==> src/design/ipv4fhg_pkg.sv <==
package ipv4fhg_pkg;

    localparam int DEF_MTU   = 1500;
    localparam int HDR_BYTES = 20;
    localparam int MAX_FRAGS = 45;
    localparam int FRAG_CNT_W = $clog2(MAX_FRAGS);

    localparam logic [7:0]  TTL_RESET = 8'd64;
    localparam logic [15:0] VER_IHL_TOS = 16'h4500;

    localparam logic REG_LOCAL_IP = 1'b0;
    localparam logic REG_TTL      = 1'b1;

    typedef struct packed {
        logic load;
        logic base;
        logic emit;
    } t_cmd;

    typedef struct packed {
        logic final_frag;
    } t_status;

endpackage

==> src/design/ipv4fhg_ctrl.sv <==
module ipv4fhg_ctrl
    import ipv4fhg_pkg::*;
(
    input  logic    i_clk,
    input  logic    i_rst_n,
    input  logic    i_in_valid,
    output logic    o_in_stall,
    output logic    o_out_valid,
    input  logic    i_out_stall,
    input  t_status i_status,
    output t_cmd    o_cmd
);

    localparam logic [1:0] ST_IDLE = 2'd0;
    localparam logic [1:0] ST_BASE = 2'd1;
    localparam logic [1:0] ST_EMIT = 2'd2;

    logic [1:0] r_state;
    logic [1:0] n_state;
    logic       r_out_valid;
    logic       n_out_valid;
    logic       emit_ok;

    assign emit_ok = !r_out_valid || !i_out_stall;

    always_comb begin
        n_state   = r_state;
        o_cmd     = '0;
        case (r_state)
            ST_IDLE: begin
                if (i_in_valid) begin
                    o_cmd.load = 1'b1;
                    n_state    = ST_BASE;
                end
            end
            ST_BASE: begin
                o_cmd.base = 1'b1;
                n_state    = ST_EMIT;
            end
            ST_EMIT: begin
                if (emit_ok) begin
                    o_cmd.emit = 1'b1;
                    if (i_status.final_frag) begin
                        n_state = ST_IDLE;
                    end
                end
            end
            default: begin
                n_state = ST_IDLE;
            end
        endcase
    end

    always_comb begin
        if (o_cmd.emit) begin
            n_out_valid = 1'b1;
        end else if (i_out_stall) begin
            n_out_valid = r_out_valid;
        end else begin
            n_out_valid = 1'b0;
        end
    end

    always_ff @(posedge i_clk) begin
        if (!i_rst_n) begin
            r_state     <= ST_IDLE;
            r_out_valid <= 1'b0;
        end else begin
            r_state     <= n_state;
            r_out_valid <= n_out_valid;
        end
    end

    assign o_in_stall  = (r_state != ST_IDLE);
    assign o_out_valid = r_out_valid;

endmodule

==> src/design/ipv4fhg_dp.sv <==
module ipv4fhg_dp
    import ipv4fhg_pkg::*;
#(
    parameter int MTU = DEF_MTU
) (
    input  logic        i_clk,
    input  logic        i_rst_n,
    input  t_cmd        i_cmd,
    output t_status     o_status,
    input  logic [31:0] i_local_ip,
    input  logic [7:0]  i_ttl,
    input  logic [15:0] i_payload_len,
    input  logic [31:0] i_dst_ip,
    input  logic [7:0]  i_protocol,
    output logic [10:0] o_total_len,
    output logic [15:0] o_ident,
    output logic        o_more_fragments,
    output logic [12:0] o_frag_offset,
    output logic [15:0] o_header_checksum,
    output logic [31:0] o_dest_addr,
    output logic [7:0]  o_proto_out,
    output logic        o_last
);

    localparam logic [15:0] FRAG_BYTES = 16'((MTU - HDR_BYTES) & ~7);
    localparam logic [FRAG_CNT_W-1:0] LAST_K = FRAG_CNT_W'(MAX_FRAGS - 1);

    logic [15:0]           r_next_ident;
    logic [15:0]           r_id;
    logic [15:0]           r_rem;
    logic [15:0]           r_off;
    logic [FRAG_CNT_W-1:0] r_k;
    logic [31:0]           r_dst;
    logic [7:0]            r_proto;
    logic [15:0]           r_base;

    logic [10:0] r_total_len;
    logic [15:0] r_ident;
    logic        r_mf;
    logic [12:0] r_frag_offset;
    logic [15:0] r_csum;
    logic [31:0] r_dest_addr;
    logic [7:0]  r_proto_out;
    logic        r_last;

    logic        fits;
    logic        final_frag;
    logic [15:0] size;
    logic [15:0] tlen;
    logic [15:0] flagoff;
    logic [18:0] base_sum;
    logic [16:0] base_f1;
    logic [16:0] base_f2;
    logic [17:0] frag_sum;
    logic [16:0] frag_f1;
    logic [16:0] frag_f2;

    assign fits       = (r_rem <= FRAG_BYTES);
    assign final_frag = fits || (r_k == LAST_K);
    assign size       = fits ? r_rem : FRAG_BYTES;
    assign tlen       = 16'(HDR_BYTES) + size;
    assign flagoff    = {2'b00, !final_frag, r_off[15:3]};

    // partial sum of the words that stay fixed over a datagram
    assign base_sum = 19'(VER_IHL_TOS) + 19'(r_id) + 19'({i_ttl, r_proto})
                    + 19'(i_local_ip[31:16]) + 19'(i_local_ip[15:0])
                    + 19'(r_dst[31:16]) + 19'(r_dst[15:0]);
    assign base_f1  = 17'(base_sum[15:0]) + 17'(base_sum[18:16]);
    assign base_f2  = 17'(base_f1[15:0]) + 17'(base_f1[16]);

    assign frag_sum = 18'(r_base) + 18'(tlen) + 18'(flagoff);
    assign frag_f1  = 17'(frag_sum[15:0]) + 17'(frag_sum[17:16]);
    assign frag_f2  = 17'(frag_f1[15:0]) + 17'(frag_f1[16]);

    always_ff @(posedge i_clk) begin
        if (!i_rst_n) begin
            r_next_ident <= '0;
        end else if (i_cmd.load) begin
            r_next_ident <= r_next_ident + 16'd1;
        end
    end

    always_ff @(posedge i_clk) begin
        if (i_cmd.load) begin
            r_id    <= r_next_ident;
            r_rem   <= i_payload_len;
            r_off   <= '0;
            r_k     <= '0;
            r_dst   <= i_dst_ip;
            r_proto <= i_protocol;
        end
        if (i_cmd.base) begin
            r_base <= base_f2[15:0];
        end
        if (i_cmd.emit) begin
            r_rem         <= r_rem - size;
            r_off         <= r_off + size;
            r_k           <= r_k + 1'b1;
            r_total_len   <= tlen[10:0];
            r_ident       <= r_id;
            r_mf          <= !final_frag;
            r_frag_offset <= r_off[15:3];
            r_csum        <= ~frag_f2[15:0];
            r_dest_addr   <= r_dst;
            r_proto_out   <= r_proto;
            r_last        <= final_frag;
        end
    end

    assign o_status.final_frag = final_frag;
    assign o_total_len         = r_total_len;
    assign o_ident             = r_ident;
    assign o_more_fragments    = r_mf;
    assign o_frag_offset       = r_frag_offset;
    assign o_header_checksum   = r_csum;
    assign o_dest_addr         = r_dest_addr;
    assign o_proto_out         = r_proto_out;
    assign o_last              = r_last;

endmodule

==> src/design/ipv4_tx_fragment_header_gen_core.sv <==
// ipv4 transmit fragment header generator
// input channel (i_in_valid / o_in_stall): one transaction per datagram with
// payload length, destination address and protocol
// output channel (o_out_valid / i_out_stall): one transaction per fragment
// header, o_out_last set on the final fragment of the datagram
// apb port: local_ip at byte address 0, time_to_live at byte address 4
// a datagram of k fragments (1 to 45) occupies the block for an accept state,
// a state to sum the words fixed for the datagram, then one fragment header
// per cycle from the checksum and split unit while the receiver does not stall
// the first header is registered into the output register after the accept and base states
// o_in_stall stays high until the last header is loaded into the output register
// a stalled receiver holds the output register and pauses fragment generation
// reset clears the identification counter to zero, local_ip to zero,
// time_to_live to 64 and drops any datagram in progress
module ipv4_tx_fragment_header_gen_core
    import ipv4fhg_pkg::*;
#(
    parameter int MTU = DEF_MTU
) (
    input  logic        i_clk,
    input  logic        i_rst_n,
    input  logic        i_in_valid,
    output logic        o_in_stall,
    input  logic [15:0] i_in_payload_len,
    input  logic [31:0] i_in_dst_ip,
    input  logic [7:0]  i_in_protocol,
    output logic        o_out_valid,
    input  logic        i_out_stall,
    output logic [10:0] o_out_total_len,
    output logic [15:0] o_out_ident,
    output logic        o_out_more_fragments,
    output logic [12:0] o_out_frag_offset,
    output logic [15:0] o_out_header_checksum,
    output logic [31:0] o_out_dest_addr,
    output logic [7:0]  o_out_proto_out,
    output logic        o_out_last,
    input  logic        psel,
    input  logic        penable,
    input  logic        pwrite,
    input  logic [2:0]  paddr,
    input  logic [31:0] pwdata,
    output logic [31:0] prdata,
    output logic        pready
);

    logic [31:0] r_local_ip;
    logic [7:0]  r_ttl;
    logic        cfg_wr;
    t_cmd        cmd;
    t_status     status;

    assign pready = 1'b1;
    assign cfg_wr = psel && penable && pwrite && pready;

    always_ff @(posedge i_clk) begin
        if (!i_rst_n) begin
            r_local_ip <= '0;
            r_ttl      <= TTL_RESET;
        end else if (cfg_wr) begin
            case (paddr[2])
                REG_LOCAL_IP: r_local_ip <= pwdata;
                REG_TTL:      r_ttl      <= pwdata[7:0];
                default:      r_ttl      <= r_ttl;
            endcase
        end
    end

    assign prdata = (paddr[2] == REG_TTL) ? {24'd0, r_ttl} : r_local_ip;

    ipv4fhg_ctrl u_ctrl (
        .i_clk       (i_clk),
        .i_rst_n     (i_rst_n),
        .i_in_valid  (i_in_valid),
        .o_in_stall  (o_in_stall),
        .o_out_valid (o_out_valid),
        .i_out_stall (i_out_stall),
        .i_status    (status),
        .o_cmd       (cmd)
    );

    ipv4fhg_dp #(
        .MTU (MTU)
    ) u_dp (
        .i_clk             (i_clk),
        .i_rst_n           (i_rst_n),
        .i_cmd             (cmd),
        .o_status          (status),
        .i_local_ip        (r_local_ip),
        .i_ttl             (r_ttl),
        .i_payload_len     (i_in_payload_len),
        .i_dst_ip          (i_in_dst_ip),
        .i_protocol        (i_in_protocol),
        .o_total_len       (o_out_total_len),
        .o_ident           (o_out_ident),
        .o_more_fragments  (o_out_more_fragments),
        .o_frag_offset     (o_out_frag_offset),
        .o_header_checksum (o_out_header_checksum),
        .o_dest_addr       (o_out_dest_addr),
        .o_proto_out       (o_out_proto_out),
        .o_last            (o_out_last)
    );

    a_busy_after_accept: assert property (@(posedge i_clk) disable iff (!i_rst_n)
        (i_in_valid && !o_in_stall) |=> o_in_stall)
        else $error("input not stalled after datagram accept");

    a_last_vs_mf: assert property (@(posedge i_clk) disable iff (!i_rst_n)
        o_out_valid |-> (o_out_last != o_out_more_fragments))
        else $error("last and more_fragments disagree");

    a_next_frag_same_id: assert property (@(posedge i_clk) disable iff (!i_rst_n)
        (o_out_valid && !i_out_stall && !o_out_last)
        |=> (o_out_valid && o_out_ident == $past(o_out_ident)))
        else $error("fragment sequence broken");

endmodule

==> config.mk <==
export PLATFORM = sky130hd
export DESIGN_NAME = ipv4_tx_fragment_header_gen_core
export DESIGN_NICKNAME = d
export VERILOG_FILES = /design/src/design/ipv4fhg_pkg.sv /design/src/design/ipv4fhg_ctrl.sv /design/src/design/ipv4fhg_dp.sv /design/src/design/ipv4_tx_fragment_header_gen_core.sv
export SDC_FILE = /design/constraint.sdc
export NUM_CORES = 1
export LEC_CHECK = 0
export BUFFER_PORTS_ARGS = -buffer_cell sky130_fd_sc_hd__buf_4
export CORE_MARGIN = 8
export CORE_UTILIZATION = 45
export CTS_BUF_LIST = sky130_fd_sc_hd__clkbuf_8
export DETAILED_ROUTE_END_ITERATION = 16
export GPL_TIMING_DRIVEN = 0
export PLACE_DENSITY = 0.69
export SKIP_LAST_GASP = 1
export SLEW_MARGIN = 10
export SYNTH_ARGS = -nofsm -noshare
export SYNTH_HDL_FRONTEND = slang
export SYNTH_SLANG_ARGS = --single-unit
==> constraint.sdc <==
create_clock -name i_clk -period 9.9 [get_ports i_clk]
set_clock_uncertainty 0.15 [all_clocks]
set_input_delay 0.495 -clock i_clk [delete_from_list [all_inputs] [get_ports i_clk]]
set_output_delay 0.495 -clock i_clk [all_outputs]
set_load 0.1 [all_outputs]
==> flow_summary.toml, run 1 <==
[power_and_ir_drop]
p_leak_nw = 8.09
p_sw_mw = 2.13
p_comb_share_pct = 51.3
vdd_drop_max_mv = 0.168
clock_power_share_pct = 20.4
p_int_mw = 3.01
seq_power_share_pct = 28.3
swShare_pct = 41.5
powerDensity_nw_per_um2 = 258

[floorplanning]
io_pins = 231
rows = 68
initial_core_util_pct = 45.6
die_area_sq_um = 41200
coreArea_sq_um = 34500
chipHeight_um = 203
die_w_um = 203

[sta]
fmax_mhz = 110
hold_viol = 0
period_share_pct = 91.9
tightestPinTransition_ns = 0.760
relSlewSlack_pct = 49.1
final-setup-viol-count = 0
maxSlewViolCount = 0
fin_crit_ns = 9.09
fin_setup_tns_ns = 0

[critical_path]
crit_required_ns = 10.09
endpoint_kind = "register"
critPathSlowestCell = "fa_1"
cp_num_buf_inv = 0
timing.critical_path.mode_cell = "a21o_1"
critPathLaunchType = "register"
path_delay_family = "simple AND/OR/NAND/NOR gates"
cp_num_cells = 29
slowest_delay_ns = 0.58
reg2regPathDepth = 29
crit_type = "reg -> reg"
worstPathArrival_ns = 9.28
crit_path_max_fanout = 5

[synthesis]
synth_top_area_cell = "edfxtp_1"
synth_top_flop_cell = "edfxtp_1"
seq_area_frac_synth_pct = 47.2
syn_inst = 1392
synth_edf_count = 208
synth_most_common_cell = "edfxtp_1"
ys_async_sr_fraction_pct = 0
synth_area_sq_um = 15700
synthTopCellsByCount = "208 x edfxtp_1, 149 x nand2_1, 95 x inv_1"
synth.area.top_cells = "edfxtp_1 40%, fa_1 8.8%, dfxtp_1 7.5%"
ys.warnings.count = 0
syn_avg_cell_area_sq_um = 11.3
ys_seq_elements = 267
synth_top_area_share_pct = 39.7
synth_cell_type_count = 102

[global_routing]
grt_pass1_wl_um = 66200
grt_max_degree = 68
grt_usage_pct = 20.0
grt_pass1_vias = 12343
grt_overflow_total = 0
grt_antenna_before_repair = 1

[finish]
drive_gt1_share_pct = 20.0
fin_area_sq_um = 19900
finalNetCount = 2008
post-route-util_pct = 57.8
fillers = 2832
area_growth_pct = 26.7

[clock_tree]
cts_tree = "done"
cts-root-buf = "clkbuf_8"
cts.clk_slew.worst_paths_ns = 0.06
numCtsBuffers = 45
clkSinkCount = 267
clock_path_buffers = 3
htreeDepth = 2
clk_latency_ns = 0.60

[route]
wl_um = 41700
wire_per_inst_um = 18.5
ant_nets = 0
drtIter0Drc = 663
vias_per_cell = 5.26
via_count = 11848
drc = 0
first_pass_iters = 5

[status]
status = "finished clean"

[run]
max_cap_viol_count = 0

[placement]
gp_congestion = 0.881
dpl_cell_area_sq_um = 18100
place.detailed.hpwl_um = 31100
port_buffers = 225

[hold_path]
whs_path_depth = 3
hold_path.class = "in -> reg"
-- tightest hold or removal path: cells and delay by family --
family / cells / cell delay (ns)
and+or+nand+nor: 1 / 0.06
buffers and inverters: 1 / 0.11
AOI/OAI and AO/OA: 1 / 0.07
-- power by group through the flow --
stage / combinational [mW] / sequential, mW / clock [mW]
finish: 2.64 / 1.45 / 1.05
global route: 2.91 / 1.46 / 1.13
CTS: 2.63 / 1.45 / 1.08
detailed placement: 2.59 / 1.48 / 0
global placement: 2.52 / 1.48 / 0
floorplan: 1.88 / 1.66 / 0
-- worst paths after layout --
path / from / slack [ns] / to
setup reg to reg: u_dp.r_dst[2] / 0.81 / u_dp.r_base[15]
hold / removal: pwdata[26] / 0.05 / r_local_ip[26]
setup / recovery: u_dp.r_dst[2] / 0.81 / u_dp.r_base[15]
hold reg to reg: u_dp.r_next_ident[15] / 0.30 / u_dp.r_id[15]
-- through the flow --
stage	power [mW]	hold slack [ns]	worst slack, ns	instances
4_1_cts	5.17	0.00304	0.0858	2250
3_3_place_gp	4.01	0.281	0.245	2082
2_1_floorplan	3.54	0.276	1.79	1402
6_report	5.14	0.0468	0.806	2251
5_1_grt	5.50	0.0256	-0.00198	2251
3_5_place_dp	4.06	0.285	0.142	2086
-- cell usage in the layout (no fill, tap or decap), types with 21 or more instances in the layout --
cell type,n
o21ai_0,52
a21oi_1,53
a21o_1,21
nand3_1,30
inv_1,109
and2_1,22
edfxtp_1,208
clkbuf_8,51
ha_1,82
dlygate4sd3_1,81
nor3_1,28
dfxtp_1,59
nand2_1,149
clkbuf_1,21
nor2_1,81
xor2_1,45
nor2b_1,21
xnor2_1,68
a21boi_0,46
buf_4,228
fa_1,69
-- registers in the layout (all words and copies together), names as in the netlist, 11 cells and up --
name,flops
u_dp.r_id,16
u_dp.r_next_ident,16
u_dp.o_total_len,11
u_dp.o_frag_offset,13
u_dp.r_base,16
u_dp.o_header_checksum,16
u_dp.r_off,16
r_local_ip,32
u_dp.r_dst,32
u_dp.o_dest_addr,32
u_dp.r_rem,16
u_dp.o_ident,16
-- area by class of cell --
class / instances / area (sq um) / share of cell area [%]
Antenna cell: 1 / 2.50 / 0.0126
Buffer: 31 / 139 / 0.697
Clock buffer: 51 / 702 / 3.52
Clock inverter: 32 / 250 / 1.26
Inverter: 95 / 362 / 1.81
Multi-Input combinational cell: 1007 / 7860 / 39.5
Sequential cell: 267 / 7430 / 37.3
Tap cell: 455 / 569 / 2.86
Timing Repair Buffer: 312 / 2610 / 13.1
-- logic make-up (layout without fill, tap and decap cells) --
| group | after synthesis | in the layout | synth area share [%] |
|---|---|---|---|
| mux | 11 | 11 | 0.772 |
| fa+ha+maj | 152 | 152 | 15.4 |
| simple gates | 440 | 440 | 14.2 |
| flops | 267 | 267 | 47.2 |
| buf+inv | 128 | 521 | 3.18 |
| compound gates | 275 | 275 | 12.4 |
| other cells | 2 | 13 | 0.0477 |
| xor+xnor | 117 | 117 | 6.82 |
-- per-layer routing --
layer	part of all wire [%]	GRT usage (%)	routed length, um	up-vias
met5	0	0	0	-
met4	2.3	5.88	963	0
met3	7.1	5.21	2960	74
met2	49	34.7	20600	373
met1	41	24.3	17200	5727
li1	-	-	-	5674
-- what timing repair did --
item	CTS	global route
endpoints found under the setup margin	0	15
hold buffers	81	0
hold endpoints to repair	87	0
buffers inserted	0	2
gates resized for setup	0	8
(Power assumes the default switching activity.)
==> run 2: changes to the inputs <==
- HOLD_SLACK_MARGIN: unset -> 0.12
==> flow_summary.toml, run 2 (synthesized netlist as in run 1, its figures left out) <==
[status]
status = "finished clean"

[floorplanning]
die_area_sq_um = 41200
rows = 68
chipHeight_um = 203
die_w_um = 203
io_pins = 231
coreArea_sq_um = 34500
initial_core_util_pct = 45.6

[power_and_ir_drop]
p_leak_nw = 8.12
powerDensity_nw_per_um2 = 257
vdd_drop_max_mv = 0.168

[route]
wire_per_inst_um = 18.4
wl_um = 41700
first_pass_iters = 7
via_count = 11863
ant_nets = 0
drtIter0Drc = 731
drc = 0
vias_per_cell = 5.25

[finish]
fillers = 2820
ff_latch_area_sq_um = 7430
finalNetCount = 2016
mostFrequentLayoutCell = "buf_4"
area_growth_pct = 27.2
layout_common_cells = "228 x buf_4, 208 x edfxtp_1, 149 x nand2_1"
multiInputGateArea_sq_um = 7860
finalNonFillerCells = 2259
post-route-util_pct = 58.1
drive_gt1_share_pct = 19.9

[clock_tree]
cts_tree = "done"
numCtsBuffers = 45
htreeDepth = 2
clkSinkCount = 267
cts-root-buf = "clkbuf_8"
clk_latency_ns = 0.60
cts.clk_slew.worst_paths_ns = 0.07
clock_path_buffers = 3

[run]
max_cap_viol_count = 0

[placement]
dp_slack_ns = 0.142
place.detailed.hpwl_um = 31100
dp.cells = 2086
gp_congestion = 0.881
port_buffers = 225

[critical_path]
ff2ff_setup_slack_ns = 0.78
critPathLaunchType = "register"
timing.critical_path.mode_cell = "a21o_1"
reg2regPathDepth = 29
r2r_end = "u_dp.r_base[15]"
endpoint_kind = "register"
crit_type = "reg -> reg"
slowest_delay_ns = 0.58
crit_path_max_fanout = 5
r2r-start = "u_dp.r_dst[2]"
crit_required_ns = 10.09
crit_end = "u_dp.r_base[15]"
startpoint = "u_dp.r_dst[2]"
worstPathArrival_ns = 9.31
critPathSlowestCell = "fa_1"

[global_routing]
grt_usage_pct = 20.1
grt_max_degree = 68
grt_antenna_before_repair = 1
grt_pass1_wl_um = 66400
grt_pass1_vias = 12381
grt_overflow_total = 0

[sta]
whs_ns = 0.194
fin_crit_ns = 9.12
relSlewSlack_pct = 49.2
fmax_mhz = 110
period_share_pct = 92.1
setup_slack_ns = 0.784
final-setup-viol-count = 0
maxSlewViolCount = 0
hold_viol = 0
tightestPinTransition_ns = 0.759

[hold_path]
whs_path_depth = 2
hold_path.class = "in -> reg"
==> run 2: changes by cell type in the layout (fill, tap and decap cells not counted) <==
cell,before,now
dlygate4sd3_1,81,89
==> run 2: per-layer routing <==
layer,vias up,GRT usage [%],share of wire (%)
met3,78,5.23,7.7
met4,0,6.01,2.4
met2,397,34.8,49
met1,5701,24.3,41
li1,5687,-,-
met5,-,0,0
==> run 2: critical path, delay by kind of cell (launching register included) <==
| family | cells | cell delay [ns] |
|---|---|---|
| AOI/OAI and AO/OA | 12 | 2.38 |
| xor gates and xnor gates | 1 | 0.15 |
| adders and majority gates | 7 | 2.76 |
| DFF | 1 | 0.45 |
| and+or+nand+nor | 9 | 2.98 |
==> run 2: worst min-delay path by stage <==
stage                             start                  end  slack [ns]
after CTS                       i_rst_n        r_local_ip[4]        0.14
after floorplan           u_dp.r_dst[0]  u_dp.o_dest_addr[0]        0.28
after detailed placement  u_dp.r_dst[0]  u_dp.o_dest_addr[0]        0.28
after global placement     u_dp.r_id[1]      u_dp.o_ident[1]        0.28
final                           i_rst_n        r_local_ip[4]        0.19
after global routing            i_rst_n        r_local_ip[4]        0.17
==> run 2: final cells by class <==
cell class                      count  share of cell area (%)
Antenna cell                        1                  0.0125
Buffer                             31                   0.694
Clock buffer                       51                    3.51
Clock inverter                     32                    1.25
Inverter                           95                    1.81
Multi-Input combinational cell   1007                    39.3
Sequential cell                   267                    37.1
Tap cell                          455                    2.85
Timing Repair Buffer              320                    13.4
==> run 2: timing repair <==
action	in CTS	in global routing
setup endpoints to repair	0	15
resized for setup	0	8
hold buffers	89	0
endpoints found under the hold margin	97	0
buffers inserted	0	2
==> run 2: through the flow <==
step	setup TNS, ns	instance area (sq um)	power [mW]
after floorplan	0	15800	3.54
after global placement	0	18000	4.01
after detailed placement	0	18100	4.06
after CTS	0	20000	5.17
after global routing	-0.00196	20000	5.51
final	0	20000	5.15
==> run 2: where the power goes <==
part | internal, mW | switching, mW | total, mW
Combinational | 1.04 | 1.60 | 2.64
Clock | 0.580 | 0.470 | 1.05
Sequential | 1.39 | 0.0646 | 1.45
Total | 3.01 | 2.13 | 5.15
==> run 3: changes to the inputs <==
- CORE_ASPECT_RATIO: unset -> 1.5
==> flow_summary.toml, run 3 (synthesized netlist as in run 1, its figures left out) <==
[clock_tree]
postCtsSetupBuffers = 0
numCtsBuffers = 42
cts_tree = "done"
cts.clk_slew.worst_paths_ns = 0.06
cts-root-buf = "clkbuf_8"
clk_latency_ns = 0.57
clkSinkCount = 267
htreeDepth = 2
clock_path_buffers = 3

[hold_path]
hold_path.class = "in -> reg"
min_from = "i_out_stall"

[route]
ant_nets = 0
wire_per_inst_um = 18.5
via_count = 11933
first_pass_iters = 5
drtIter0Drc = 592
drc = 0
wl_um = 42100
vias_per_cell = 5.26

[floorplanning]
coreArea_sq_um = 34800
die_area_sq_um = 41300
io_pins = 231
rows = 84
initial_core_util_pct = 45.2
die_w_um = 169
chipHeight_um = 245

[power_and_ir_drop]
vdd_drop_max_mv = 0.123
powerDensity_nw_per_um2 = 251
p_leak_nw = 8.02

[global_routing]
grt_pass1_wl_um = 64800
grt_max_degree = 58
grt_antenna_before_repair = 0
grt_usage_pct = 19.9
grt_pass1_vias = 12429
grt_overflow_total = 0

[finish]
drive_gt1_share_pct = 19.6
finalNonFillerCells = 2268
layout_common_cells = "226 x buf_4, 208 x edfxtp_1, 149 x nand2_1"
area_growth_pct = 26.4
finalNetCount = 2011
mostFrequentLayoutCell = "buf_4"
fillers = 2857

[critical_path]
critPathSlowestCell = "fa_1"
r2r-start = "u_dp.r_dst[2]"
worstPathArrival_ns = 9.39
critPathLaunchType = "register"
reg2regPathDepth = 29
cp_num_buf_inv = 0
ff2ff_setup_slack_ns = 0.64
r2r_end = "u_dp.r_base[15]"
timing.critical_path.mode_cell = "fa_1"
crit_path_max_fanout = 5
crit_end = "u_dp.r_base[15]"
crit_type = "reg -> reg"
endpoint_kind = "register"
path_delay_family = "simple AND/OR/NAND/NOR gates"
crit_required_ns = 10.04
cp_num_cells = 29
slowest_delay_ns = 0.60
startpoint = "u_dp.r_dst[2]"

[sta]
relSlewSlack_pct = 42.3
final-setup-viol-count = 0
rsz0062_at_grt = "false"
hold_viol = 0
maxSlewViolCount = 0
fin_setup_tns_ns = 0
tightestPinTransition_ns = 0.858
fin_crit_ns = 9.26
period_share_pct = 93.5
fmax_mhz = 108

[placement]
port_buffers = 225
dp.cells = 2104
gp_congestion = 0.916
place.detailed.hpwl_um = 31800

[status]
status = "finished clean"

[run]
max_cap_viol_count = 0
-- run 3: worst min path at each step --
stage                                to  depth (start not counted)
floorplan           u_dp.o_dest_addr[0]                          0
global placement        u_dp.o_ident[1]                          0
detailed placement  u_dp.o_dest_addr[0]                          0
CTS                  u_ctrl.o_out_valid                          3
global route         u_ctrl.o_out_valid                          3
finish               u_ctrl.o_out_valid                          3
-- run 3: repair_timing --
item | 4_1_cts | 5_1_grt
hold endpoints to repair | 96 | 0
hold buffers | 88 | 0
endpoints found under the setup margin | 0 | 13
resized for setup | 0 | 9
-- run 3: per-stage QoR --
| step | utilization [%] | hold WS [ns] | cell area, sq um | worst slack, ns | power, mW |
|---|---|---|---|---|---|
| floorplan | - | 0.276 | 15800 | 1.79 | 3.54 |
| global placement | 51.9 | 0.283 | 18000 | 0.195 | 3.98 |
| detailed placement | 52.2 | 0.287 | 18200 | 0.0715 | 4.05 |
| CTS | 57.1 | 0.142 | 19900 | 0.0418 | 5.03 |
| global route | 57.1 | 0.172 | 19900 | 0.0311 | 5.34 |
| finish | 57.2 | 0.169 | 19900 | 0.644 | 4.99 |
-- run 3: layout make-up --
type / count / area (sq um) / area share (%)
diodes: 1 / 2.50 / 0.0126
plain buffers: 32 / 143 / 0.717
clock buffers: 46 / 633 / 3.18
clock inverters: 30 / 193 / 0.969
inverters: 95 / 362 / 1.82
multi-input cells: 1007 / 7870 / 39.6
flip-flops and latches: 267 / 7430 / 37.4
well taps: 473 / 592 / 2.98
repair buffers: 317 / 2670 / 13.4
-- run 3: power breakdown --
part,leakage (nW),internal [mW],switching [mW]
Clock,0.458,0.484,0.446
Sequential,2.44,1.39,0.0662
Combinational,5.13,1.04,1.57
Total,8.02,2.91,2.08
-- run 3: worst register-to-register path: cells and delay by family, from the launching register on --
| kind | cells | cell delay [ns] |
|---|---|---|
| DFF | 1 | 0.45 |
| adders and majority gates | 8 | 2.91 |
| AOI/OAI and AO/OA | 10 | 2.01 |
| xor gates and xnor gates | 2 | 0.44 |
| and+or+nand+nor | 9 | 3.05 |
-- run 3: per-layer routing --
| metal | vias to the layer above | part of all wire, % | GRT usage [%] | wire, um |
|---|---|---|---|---|
| met4 | 0 | 5.2 | 10.5 | 2170 |
| met3 | 119 | 6.6 | 4.26 | 2770 |
| met2 | 421 | 52 | 37.2 | 21900 |
| li1 | 5674 | - | - | - |
| met5 | - | 0 | 0 | 0 |
| met1 | 5719 | 36 | 20.4 | 15200 |
